`config.mk`:
```
export PLATFORM = sky130hd
export DESIGN_NAME = strict_decimal_text_to_ticks
export DESIGN_NICKNAME = d
export VERILOG_FILES = /design/src/rtl/sdtt_pkg.sv /design/src/rtl/sdtt_div.sv /design/src/rtl/strict_decimal_text_to_ticks.sv
export VERILOG_INCLUDE_DIRS = /design/src /design/src/rtl
export SDC_FILE = /design/constraint.sdc
export NUM_CORES = 2
export LEC_CHECK = 0
export ABC_AREA = 1
export BUFFER_PORTS_ARGS = -buffer_cell sky130_fd_sc_hd__buf_2
export CAP_MARGIN = 5
export CORE_ASPECT_RATIO = 0.5
export CORE_MARGIN = 10
export CORE_UTILIZATION = 34
export CTS_CLUSTER_SIZE = 40
export DETAILED_ROUTE_END_ITERATION = 10
export SYNTH_ARGS = -nofsm -noshare
export SYNTH_HDL_FRONTEND = slang
export SYNTH_HIERARCHICAL = 1
export SYNTH_SLANG_ARGS = --single-unit
```
`constraint.sdc`:
```
create_clock -name i_clk -period 12.9 [get_ports i_clk]
set_input_delay 1.29 -clock i_clk [delete_from_list [all_inputs] [get_ports i_clk]]
set_output_delay 1.29 -clock i_clk [all_outputs]
set_load 0.1 [all_outputs]
```
`src/rtl/strict_decimal_text_to_ticks_assert.svh`:
```
// Assertion macros for the decimal text to ticks block
`ifndef STRICT_DECIMAL_TEXT_TO_TICKS_ASSERT_SVH
`define STRICT_DECIMAL_TEXT_TO_TICKS_ASSERT_SVH

`ifndef SYNTHESIS
`define SDTT_ASSERT(lbl, clk, rst_n, ante, cons) \
    lbl: assert property (@(posedge clk) disable iff (!rst_n) (ante) |-> (cons)) \
        else $error("sdtt check failed");
`define SDTT_ASSERT_NEXT(lbl, clk, rst_n, ante, cons) \
    lbl: assert property (@(posedge clk) disable iff (!rst_n) (ante) |=> (cons)) \
        else $error("sdtt check failed");
`else
`define SDTT_ASSERT(lbl, clk, rst_n, ante, cons)
`define SDTT_ASSERT_NEXT(lbl, clk, rst_n, ante, cons)
`endif

`endif

```
`src/rtl/sdtt_pkg.sv`:
```
`default_nettype none

package sdtt_pkg;

    localparam int VAL_W = 63;
    localparam int FRAC_W = 60;
    localparam int FDC_W = 5;

    typedef logic [2:0] t_status;
    localparam t_status ST_OK        = 3'd0;
    localparam t_status ST_MALFORMED = 3'd1;
    localparam t_status ST_OFF_TICK  = 3'd2;
    localparam t_status ST_PRICE_RNG = 3'd3;
    localparam t_status ST_NONPOS    = 3'd4;
    localparam t_status ST_OFF_LOT   = 3'd5;
    localparam t_status ST_QTY_RNG   = 3'd6;

    typedef logic [1:0] t_reg_idx;
    localparam t_reg_idx REG_PRICE_SCALE = 2'd0;
    localparam t_reg_idx REG_QTY_SCALE   = 2'd1;
    localparam t_reg_idx REG_TICK_SIZE   = 2'd2;
    localparam t_reg_idx REG_LOT_SIZE    = 2'd3;

    localparam logic [7:0] CH_PLUS = 8'h2B;
    localparam logic [7:0] CH_DOT  = 8'h2E;
    localparam logic [7:0] CH_0    = 8'h30;
    localparam logic [7:0] CH_9    = 8'h39;

    typedef struct packed {
        logic             start;
        logic [VAL_W-1:0] dividend;
        logic [VAL_W-1:0] divisor;
    } t_div_req;

    typedef struct packed {
        logic             done;
        logic [VAL_W-1:0] quotient;
        logic [VAL_W-1:0] remainder;
    } t_div_rsp;

    function automatic logic [VAL_W+3:0] mul10(input logic [VAL_W-1:0] x,
                                              input logic [3:0] d);
        logic [VAL_W+3:0] xw;
        xw = {4'b0, x};
        return (xw << 3) + (xw << 1) + {{VAL_W{1'b0}}, d};
    endfunction

endpackage

`default_nettype wire

```
`src/rtl/sdtt_div.sv`:
```
`default_nettype none

module sdtt_div (
    input  wire logic              i_clk,
    input  wire logic              i_rst_n,
    input  wire sdtt_pkg::t_div_req i_req,
    output sdtt_pkg::t_div_rsp     o_rsp
);

    localparam int W = sdtt_pkg::VAL_W;

    logic         r_busy;
    logic         r_done;
    logic [5:0]   r_cnt;
    logic [W-1:0] r_q;
    logic [W-1:0] r_rem;
    logic [W-1:0] r_div;

    logic [W:0]   w_shift;
    logic [W+1:0] w_trial;
    logic         w_fit;

    assign w_shift = {r_rem, r_q[W-1]};
    assign w_trial = {1'b0, w_shift} - {2'b0, r_div};
    assign w_fit   = !w_trial[W+1];

    always_ff @(posedge i_clk) begin
        if (!i_rst_n) begin
            r_busy <= 1'b0;
            r_done <= 1'b0;
            r_cnt  <= '0;
        end else begin
            r_done <= 1'b0;
            if (i_req.start) begin
                r_busy <= 1'b1;
                r_cnt  <= 6'(W - 1);
            end else if (r_busy) begin
                r_cnt <= r_cnt - 6'd1;
                if (r_cnt == 6'd0) begin
                    r_busy <= 1'b0;
                    r_done <= 1'b1;
                end
            end
        end
    end

    always_ff @(posedge i_clk) begin
        if (i_req.start) begin
            r_rem <= '0;
            r_q   <= i_req.dividend;
            r_div <= i_req.divisor;
        end else if (r_busy) begin
            r_rem <= w_fit ? w_trial[W-1:0] : w_shift[W-1:0];
            r_q   <= {r_q[W-2:0], w_fit};
        end
    end

    assign o_rsp.done      = r_done;
    assign o_rsp.quotient  = r_q;
    assign o_rsp.remainder = r_rem;

endmodule

`default_nettype wire

```
`src/rtl/strict_decimal_text_to_ticks.sv`:
```
// Channel     Dir  Handshake                     Payload
// s_axis      in   s_axis_tvalid/s_axis_tready   char in tdata, kind in tuser, tlast
// m_axis      out  m_axis_tvalid/m_axis_tready   count and status in tdata, kind in tuser
// apb         in   psel/penable/pwrite/pready    4 registers at byte address 8*i
//
// A character that is not last passes through S_CHAR and back to S_IDLE.
// A last character then runs through S_PAD, S_SCALE and S_DIV to S_DONE (an error
// skips ahead to S_DONE), using the shared times-ten unit and the bit-serial 63-bit divider.
// s_axis_tready is low while an item is at work; a waiting result stalls only
// the next result, not the next characters. Synchronous reset, no clearing pass.
`default_nettype none

`include "strict_decimal_text_to_ticks_assert.svh"

module strict_decimal_text_to_ticks #(
    parameter int PRICE_BITS = 32,
    parameter int QTY_BITS   = 32,
    parameter int SCALE_MAX  = 18
) (
    input  wire logic        i_clk,
    input  wire logic        i_rst_n,
    input  wire logic        s_axis_tvalid,
    output logic             s_axis_tready,
    input  wire logic [7:0]  s_axis_tdata,   // [7:0] text_char
    input  wire logic        s_axis_tuser,   // [0] is_quantity
    input  wire logic        s_axis_tlast,
    output logic             m_axis_tvalid,
    input  wire logic        m_axis_tready,
    output logic [39:0]      m_axis_tdata,   // [30:0] count, [33:31] status, [39:34] zero
    output logic             m_axis_tuser,   // [0] is_quantity
    input  wire logic        psel,
    input  wire logic        penable,
    input  wire logic        pwrite,
    input  wire logic [4:0]  paddr,
    input  wire logic [63:0] pwdata,
    output logic [63:0]      prdata,
    output logic             pready
);

    localparam int W = sdtt_pkg::VAL_W;
    localparam int FW = sdtt_pkg::FRAC_W;
    localparam int CW = sdtt_pkg::FDC_W;
    localparam logic [CW-1:0] SCALE_LIM = CW'(SCALE_MAX);
    localparam logic [W-1:0] P_LIMIT = (W'(1) << (PRICE_BITS - 1)) - W'(1);
    localparam logic [W-1:0] Q_LIMIT = (W'(1) << (QTY_BITS - 1)) - W'(1);

    typedef enum logic [5:0] {
        S_IDLE  = 6'b000001,
        S_CHAR  = 6'b000010,
        S_PAD   = 6'b000100,
        S_SCALE = 6'b001000,
        S_DIV   = 6'b010000,
        S_DONE  = 6'b100000
    } t_state;

    t_state r_state, n_state;

    logic [CW-1:0] r_pscale, r_qscale;
    logic [W-1:0]  r_tick, r_lot;

    logic [7:0]    r_ch, n_ch;
    logic          r_qty, n_qty;
    logic          r_last, n_last;
    logic [W-1:0]  r_ip, n_ip;
    logic [FW-1:0] r_frac, n_frac;
    logic [CW-1:0] r_fdc, n_fdc;
    logic [CW-1:0] r_k, n_k;
    logic          r_any, n_any;
    logic          r_in_frac, n_in_frac;
    logic          r_first, n_first;
    logic          r_err, n_err;
    logic [30:0]   r_res_count, n_res_count;
    sdtt_pkg::t_status r_res_status, n_res_status;

    logic          r_out_valid, n_out_valid;
    logic [30:0]   r_out_count;
    sdtt_pkg::t_status r_out_status;
    logic          r_out_qty;
    logic          w_out_load;

    logic [CW-1:0] w_scale;
    logic [3:0]    w_digit;
    logic [W-1:0]  w_mul_op;
    logic [3:0]    w_mul_d;
    logic [W+3:0]  w_mul;
    logic [W:0]    w_sum;
    logic [W-1:0]  w_unit;
    logic [W-1:0]  w_limit;
    logic          w_accept;
    logic          w_cfg_wr;

    sdtt_pkg::t_div_req w_div_req;
    sdtt_pkg::t_div_rsp w_div_rsp;

    sdtt_div u_div (
        .i_clk   (i_clk),
        .i_rst_n (i_rst_n),
        .i_req   (w_div_req),
        .o_rsp   (w_div_rsp)
    );

    assign s_axis_tready = (r_state == S_IDLE);
    assign w_accept      = s_axis_tvalid && s_axis_tready;
    assign pready        = 1'b1;
    assign w_cfg_wr      = psel && penable && pwrite && pready;

    always_comb begin
        case (sdtt_pkg::t_reg_idx'(paddr[4:3]))
            sdtt_pkg::REG_PRICE_SCALE: prdata = {59'b0, r_pscale};
            sdtt_pkg::REG_QTY_SCALE:   prdata = {59'b0, r_qscale};
            sdtt_pkg::REG_TICK_SIZE:   prdata = {1'b0, r_tick};
            sdtt_pkg::REG_LOT_SIZE:    prdata = {1'b0, r_lot};
            default:                   prdata = '0;
        endcase
    end

    assign w_scale = r_qty ? r_qscale : r_pscale;
    assign w_digit = 4'(r_ch - sdtt_pkg::CH_0);
    assign w_unit  = r_qty ? r_lot : r_tick;
    assign w_limit = r_qty ? Q_LIMIT : P_LIMIT;
    assign w_sum   = {1'b0, r_ip} + {{(W + 1 - FW){1'b0}}, r_frac};

    always_comb begin
        case (r_state)
            S_CHAR:  w_mul_op = r_in_frac ? W'(r_frac) : r_ip;
            S_PAD:   w_mul_op = W'(r_frac);
            default: w_mul_op = r_ip;
        endcase
        w_mul_d = (r_state == S_CHAR) ? w_digit : 4'd0;
        w_mul   = sdtt_pkg::mul10(w_mul_op, w_mul_d);
    end

    always_comb begin
        n_state      = r_state;
        n_ch         = r_ch;
        n_qty        = r_qty;
        n_last       = r_last;
        n_ip         = r_ip;
        n_frac       = r_frac;
        n_fdc        = r_fdc;
        n_k          = r_k;
        n_any        = r_any;
        n_in_frac    = r_in_frac;
        n_first      = r_first;
        n_err        = r_err;
        n_res_count  = r_res_count;
        n_res_status = r_res_status;
        n_out_valid  = r_out_valid && !m_axis_tready;
        w_out_load   = 1'b0;
        w_div_req.start    = 1'b0;
        w_div_req.dividend = w_sum[W-1:0];
        w_div_req.divisor  = w_unit;

        case (r_state)
            S_IDLE: begin
                if (w_accept) begin
                    n_ch    = s_axis_tdata;
                    n_qty   = s_axis_tuser;
                    n_last  = s_axis_tlast;
                    n_state = S_CHAR;
                end
            end
            S_CHAR: begin
                n_first = 1'b0;
                if (!r_err && !(r_first && r_ch == sdtt_pkg::CH_PLUS)) begin
                    if (r_ch == sdtt_pkg::CH_DOT) begin
                        if (r_in_frac) begin
                            n_err = 1'b1;
                        end else begin
                            n_in_frac = 1'b1;
                        end
                    end else if (r_ch < sdtt_pkg::CH_0 || r_ch > sdtt_pkg::CH_9) begin
                        n_err = 1'b1;
                    end else if (!r_in_frac) begin
                        if (w_mul[W+3:W] != 4'd0) begin
                            n_err = 1'b1;
                        end else begin
                            n_ip  = w_mul[W-1:0];
                            n_any = 1'b1;
                        end
                    end else if (w_scale > SCALE_LIM || r_fdc >= w_scale) begin
                        n_err = 1'b1;
                    end else begin
                        n_frac = w_mul[FW-1:0];
                        n_fdc  = r_fdc + CW'(1);
                        n_any  = 1'b1;
                    end
                end
                n_res_count = '0;
                n_state     = r_last ? S_PAD : S_IDLE;
            end
            S_PAD: begin
                if (r_err || !r_any || w_scale > SCALE_LIM || r_fdc > w_scale) begin
                    n_res_status = sdtt_pkg::ST_MALFORMED;
                    n_state      = S_DONE;
                end else if (r_fdc == w_scale) begin
                    n_k     = '0;
                    n_state = S_SCALE;
                end else begin
                    n_frac = w_mul[FW-1:0];
                    n_fdc  = r_fdc + CW'(1);
                end
            end
            S_SCALE: begin
                if (r_k == w_scale) begin
                    if (w_sum[W]) begin
                        n_res_status = sdtt_pkg::ST_MALFORMED;
                        n_state      = S_DONE;
                    end else if (w_sum == '0) begin
                        n_res_status = r_qty ? sdtt_pkg::ST_NONPOS : sdtt_pkg::ST_MALFORMED;
                        n_state      = S_DONE;
                    end else if (w_unit == '0) begin
                        n_res_status = r_qty ? sdtt_pkg::ST_OFF_LOT : sdtt_pkg::ST_OFF_TICK;
                        n_state      = S_DONE;
                    end else begin
                        w_div_req.start = 1'b1;
                        n_state         = S_DIV;
                    end
                end else if (w_mul[W+3:W] != 4'd0) begin
                    n_res_status = sdtt_pkg::ST_MALFORMED;
                    n_state      = S_DONE;
                end else begin
                    n_ip = w_mul[W-1:0];
                    n_k  = r_k + CW'(1);
                end
            end
            S_DIV: begin
                if (w_div_rsp.done) begin
                    if (w_div_rsp.remainder != '0) begin
                        n_res_status = r_qty ? sdtt_pkg::ST_OFF_LOT : sdtt_pkg::ST_OFF_TICK;
                    end else if (w_div_rsp.quotient > w_limit) begin
                        n_res_status = r_qty ? sdtt_pkg::ST_QTY_RNG : sdtt_pkg::ST_PRICE_RNG;
                    end else begin
                        n_res_status = sdtt_pkg::ST_OK;
                        n_res_count  = w_div_rsp.quotient[30:0];
                    end
                    n_state = S_DONE;
                end
            end
            S_DONE: begin
                if (!r_out_valid || m_axis_tready) begin
                    w_out_load  = 1'b1;
                    n_out_valid = 1'b1;
                    n_ip        = '0;
                    n_frac      = '0;
                    n_fdc       = '0;
                    n_any       = 1'b0;
                    n_in_frac   = 1'b0;
                    n_first     = 1'b1;
                    n_err       = 1'b0;
                    n_state     = S_IDLE;
                end
            end
            default: begin
                n_state = S_IDLE;
            end
        endcase
    end

    always_ff @(posedge i_clk) begin
        if (!i_rst_n) begin
            r_state     <= S_IDLE;
            r_pscale    <= CW'(2);
            r_qscale    <= '0;
            r_tick      <= W'(1);
            r_lot       <= W'(1);
            r_ip        <= '0;
            r_frac      <= '0;
            r_fdc       <= '0;
            r_any       <= 1'b0;
            r_in_frac   <= 1'b0;
            r_first     <= 1'b1;
            r_err       <= 1'b0;
            r_out_valid <= 1'b0;
        end else begin
            r_state     <= n_state;
            r_ip        <= n_ip;
            r_frac      <= n_frac;
            r_fdc       <= n_fdc;
            r_any       <= n_any;
            r_in_frac   <= n_in_frac;
            r_first     <= n_first;
            r_err       <= n_err;
            r_out_valid <= n_out_valid;
            if (w_cfg_wr) begin
                case (sdtt_pkg::t_reg_idx'(paddr[4:3]))
                    sdtt_pkg::REG_PRICE_SCALE: r_pscale <= pwdata[CW-1:0];
                    sdtt_pkg::REG_QTY_SCALE:   r_qscale <= pwdata[CW-1:0];
                    sdtt_pkg::REG_TICK_SIZE:   r_tick   <= pwdata[W-1:0];
                    sdtt_pkg::REG_LOT_SIZE:    r_lot    <= pwdata[W-1:0];
                    default: begin
                    end
                endcase
            end
        end
    end

    always_ff @(posedge i_clk) begin
        r_ch         <= n_ch;
        r_qty        <= n_qty;
        r_last       <= n_last;
        r_k          <= n_k;
        r_res_count  <= n_res_count;
        r_res_status <= n_res_status;
        if (w_out_load) begin
            r_out_count  <= r_res_count;
            r_out_status <= r_res_status;
            r_out_qty    <= r_qty;
        end
    end

    assign m_axis_tvalid = r_out_valid;
    assign m_axis_tdata  = {6'b0, r_out_status, r_out_count};
    assign m_axis_tuser  = r_out_qty;

    `SDTT_ASSERT(a_err_zero_count, i_clk, i_rst_n, m_axis_tvalid && (m_axis_tdata[33:31] != sdtt_pkg::ST_OK), m_axis_tdata[30:0] == 31'd0)
    `SDTT_ASSERT_NEXT(a_accept_to_char, i_clk, i_rst_n, w_accept, r_state == S_CHAR)
    `SDTT_ASSERT(a_fdc_bound, i_clk, i_rst_n, 1'b1, r_fdc <= SCALE_LIM)
    `SDTT_ASSERT(a_div_done_in_div, i_clk, i_rst_n, w_div_rsp.done, r_state == S_DIV)

endmodule

`default_nettype wire
```
==> results.sh <==
export IMPL_dp_hpwl_mm=109
export IMPL_hold_viol_final=0
export IMPL_seq_power_share_pct=44.1
export IMPL_portBuffers=181
export IMPL_reg2reg_to="r_ip[25]"
export IMPL_drv_slew=0
export IMPL_critPathLaunchType="flip-flop"
export IMPL_grt_pass1_vias=37223
export IMPL_async_reset_ff_share_pct=0
export IMPL_powerDensity_mw_per_mm2=93.4
export IMPL_rows=90
export IMPL_fmax_ghz=0.146
export IMPL_cts_buffers=56
export IMPL_grt_pass1_wl_mm=214
export IMPL_final_area_mm2=0.0459
export IMPL_syn_cell_area_mm2=0.0415
export IMPL_vias_per_cell=4.82
export IMPL_hold_end="r_out_count[2]"
export IMPL_syn_inst=6629
export IMPL_post_cts_buffers=0
export IMPL_critPathLaunch="r_state[4]"
export IMPL_clockBufferDepth=3
export IMPL_max_slew_margin_pct=17.8
export IMPL_gp_congestion=0.997
export IMPL_comb_power_share_pct=13.5
export IMPL_finalClockSkew_ns=0.0158
export IMPL_layout_min_cycle_time_ns=6.85
export IMPL_yosys_top_cells_count="nand2_1 (2,202), inv_1 (1,207), nor2_1 (655)"
export IMPL_r2r_slack_ns=6.05
export IMPL_cts_sinks=556
export IMPL_clkLatencyLatePin_ns=0.65
export IMPL_cp_common_cell="nand2_1"
export IMPL_fill_cells=13317
export IMPL_r2r_cells=33
export IMPL_grt_max_degree=133
export IMPL_fp_dieH_um=267
export IMPL_core_mm2=0.121
export IMPL_synth_most_common_cell="nand2_1"
export IMPL_route_antenna_remaining_nets=0
export IMPL_power_switching_mw=1.20
export IMPL_drv_cap=0
export IMPL_ctsResizeCount=0
export IMPL_cp_end_kind="flip-flop"
export IMPL_clockPowerShare_pct=42.4
export IMPL_status="finished clean"
export IMPL_synthDominantCellAreaShare_pct=19.9
export IMPL_cpPeakStageDelay_ns=0.73
export IMPL_dieArea_mm2=0.137
export IMPL_grt_ovfl_total=0
export IMPL_layout_nets=7069
export IMPL_setup_tns_ns=0
export IMPL_wirelength_mm=138
export IMPL_avgSynthCellArea_um2=6.27
export IMPL_rsz0062_at_grt="false"
export IMPL_p_leak_nw=24.0
export IMPL_cp_slowest_cell="buf_4"
export IMPL_swShare_pct=28.0
export IMPL_drive_above_1_share_pct=6.31
export IMPL_hold_ws_ns=0.419
export IMPL_hp_start="r_res_count[2]"
export IMPL_wl_per_cell_um=16.5
export IMPL_synth_distinct_cells=56
export IMPL_ys_warn_count=6
export IMPL_ys_flop_type="dfxtp_1"
export IMPL_die_w_um=514
export IMPL_drc_errors=0
export IMPL_critPathTopFamily="simple AND/OR/NAND/NOR gates"
export IMPL_internal_power_mw=3.08
export IMPL_htree_levels=2
export IMPL_arrival_ns=7.38
export IMPL_yosys_register_bits=556
export IMPL_hold_buffers=0
export IMPL_synth_edff_count=210
export IMPL_ys_seq_area_share_pct=31.9
export IMPL_cts_tree="yes"
export IMPL_antenna_found_initial=5
export IMPL_worstPathRequired_ns=13.43
export IMPL_firstDrtPassIters=6
export IMPL_area_delta_synth_final_pct=10.5
export IMPL_post_dp_cell_area_mm2=0.0438
export IMPL_clk_pin_slew_ns=0.06
export IMPL_synth_area_leaders="nand2_1 (20%), dfxtp_1 (17%), edfxtp_1 (15%), inv_1 (11%), ha_1 (7.8%)"
export IMPL_r2r_start="r_state[4]"
export IMPL_crit_type="flip-flop to flip-flop"
export IMPL_crit_buf_inv=7
export IMPL_drt_iter0_drc=3315
export IMPL_holdPathStages=0
export IMPL_initial_core_util_pct=34.3
export IMPL_setup_viol_count_final=0
export IMPL_synth_largest_area_cell="nand2_1"
export IMPL_hold_path_class="flip-flop to flip-flop"
export IMPL_cts_root_buf="clkbuf_16"
export IMPL_io_pins=194
export IMPL_path_max_fanout=70
export IMPL_tightest_slew_ns=1.22
export IMPL_vdd_ir_drop_max_v=0.0000992
export IMPL_gr_usage_all_layers_pct=19.3
export IMPL_vias=40408
export IMPL_fin_crit_sh_pct=53.1
-- registers in the layout, indices dropped and copies added, names as in the netlist, 3 cells and up --
| register | cells |
|---|---|
| r_res_count | 31 |
| r_out_status | 3 |
| r_fdc | 5 |
| u_div/r_div | 63 |
| u_div/r_cnt | 6 |
| r_out_count | 31 |
| r_frac | 60 |
| r_lot | 63 |
| r_res_status | 3 |
| u_div/r_rem | 63 |
| r_tick | 63 |
| r_pscale | 5 |
| r_state | 6 |
| r_k | 5 |
| r_qscale | 5 |
| r_ip | 63 |
| r_ch | 8 |
| u_div/r_q | 63 |
-- worst max-delay path by stage --
stage / endpoint / slack, ns / cells past startpoint
floorplan: u_div/r_q[0] / 6.73 / 22
global placement: r_ip[27] / 6.20 / 33
detailed placement: r_ip[25] / 6.16 / 33
CTS: r_ip[25] / 6.14 / 33
global route: r_ip[25] / 5.57 / 33
finish: r_ip[25] / 6.05 / 33
-- area by class of cell --
type / instances / area [µm²] / area share (%)
clock inverter: 30 / 414 / 0.902
inverter: 1231 / 4630 / 10.1
sequential: 556 / 13200 / 28.8
multi-input combinational: 4665 / 22800 / 49.7
antenna: 2 / 5.00 / 0.0109
timing repair buffer: 211 / 1150 / 2.51
tap: 1610 / 2010 / 4.39
clock buffer: 76 / 1640 / 3.56
-- kinds of logic after synthesis --
| kind of cell | Yosys count | share of synthesized area (%) |
|---|---|---|
| fa+ha+maj | 262 | 7.96 |
| compound gates | 927 | 11.9 |
| simple gates | 3411 | 33.7 |
| other cells | 2 | 0.0181 |
| flops | 556 | 31.9 |
| buf+inv | 1414 | 13.4 |
| xor+xnor | 57 | 1.20 |
-- power by group through the flow --
stage                     Sequential, mW  Combinational, mW  Clock (mW)
after floorplan                     1.92              0.405           0
after global placement              1.93              0.574           0
after detailed placement            1.93              0.575           0
after CTS                           1.89              0.577        1.85
after global routing                1.89              0.645        1.93
final                               1.89              0.581        1.82
-- layer usage --
layer | wire length, µm | up-vias | GRT usage [%]
met4 | 3470 | 0 | 4.80
met1 | 65200 | 18419 | 26.6
li1 | - | 20901 | -
met3 | 6860 | 163 | 1.73
met2 | 62500 | 925 | 32.3
met5 | 0 | - | 0
-- metrics by stage --
stage               util, %  setup WS [ns]  power (mW)  std cells
floorplan                 -           6.73        2.32       6635
global placement       36.3           6.20        2.50       8273
detailed placement     36.3           6.16        2.50       8273
CTS                    37.9           6.14        4.32       8379
global route           38.0           5.57        4.47       8381
finish                 38.0           6.05        4.29       8381
-- cells in the final DEF (no fill, tap or decap), drive strengths merged, types with 16 or more instances in the layout --
cell type / instances
clkinv: 21
edfxtp: 210
nand2: 2222
nand3: 279
nor4: 50
inv: 1231
or2: 16
o21ai: 491
clkbuf: 76
ha: 258
a21oi: 349
xnor2: 42
nand4: 56
dfxtp: 346
buf: 211
a31oi: 30
nor2: 668
nor3: 42
nand3b: 65
Note: power is estimated with default switching activity, not from simulation.
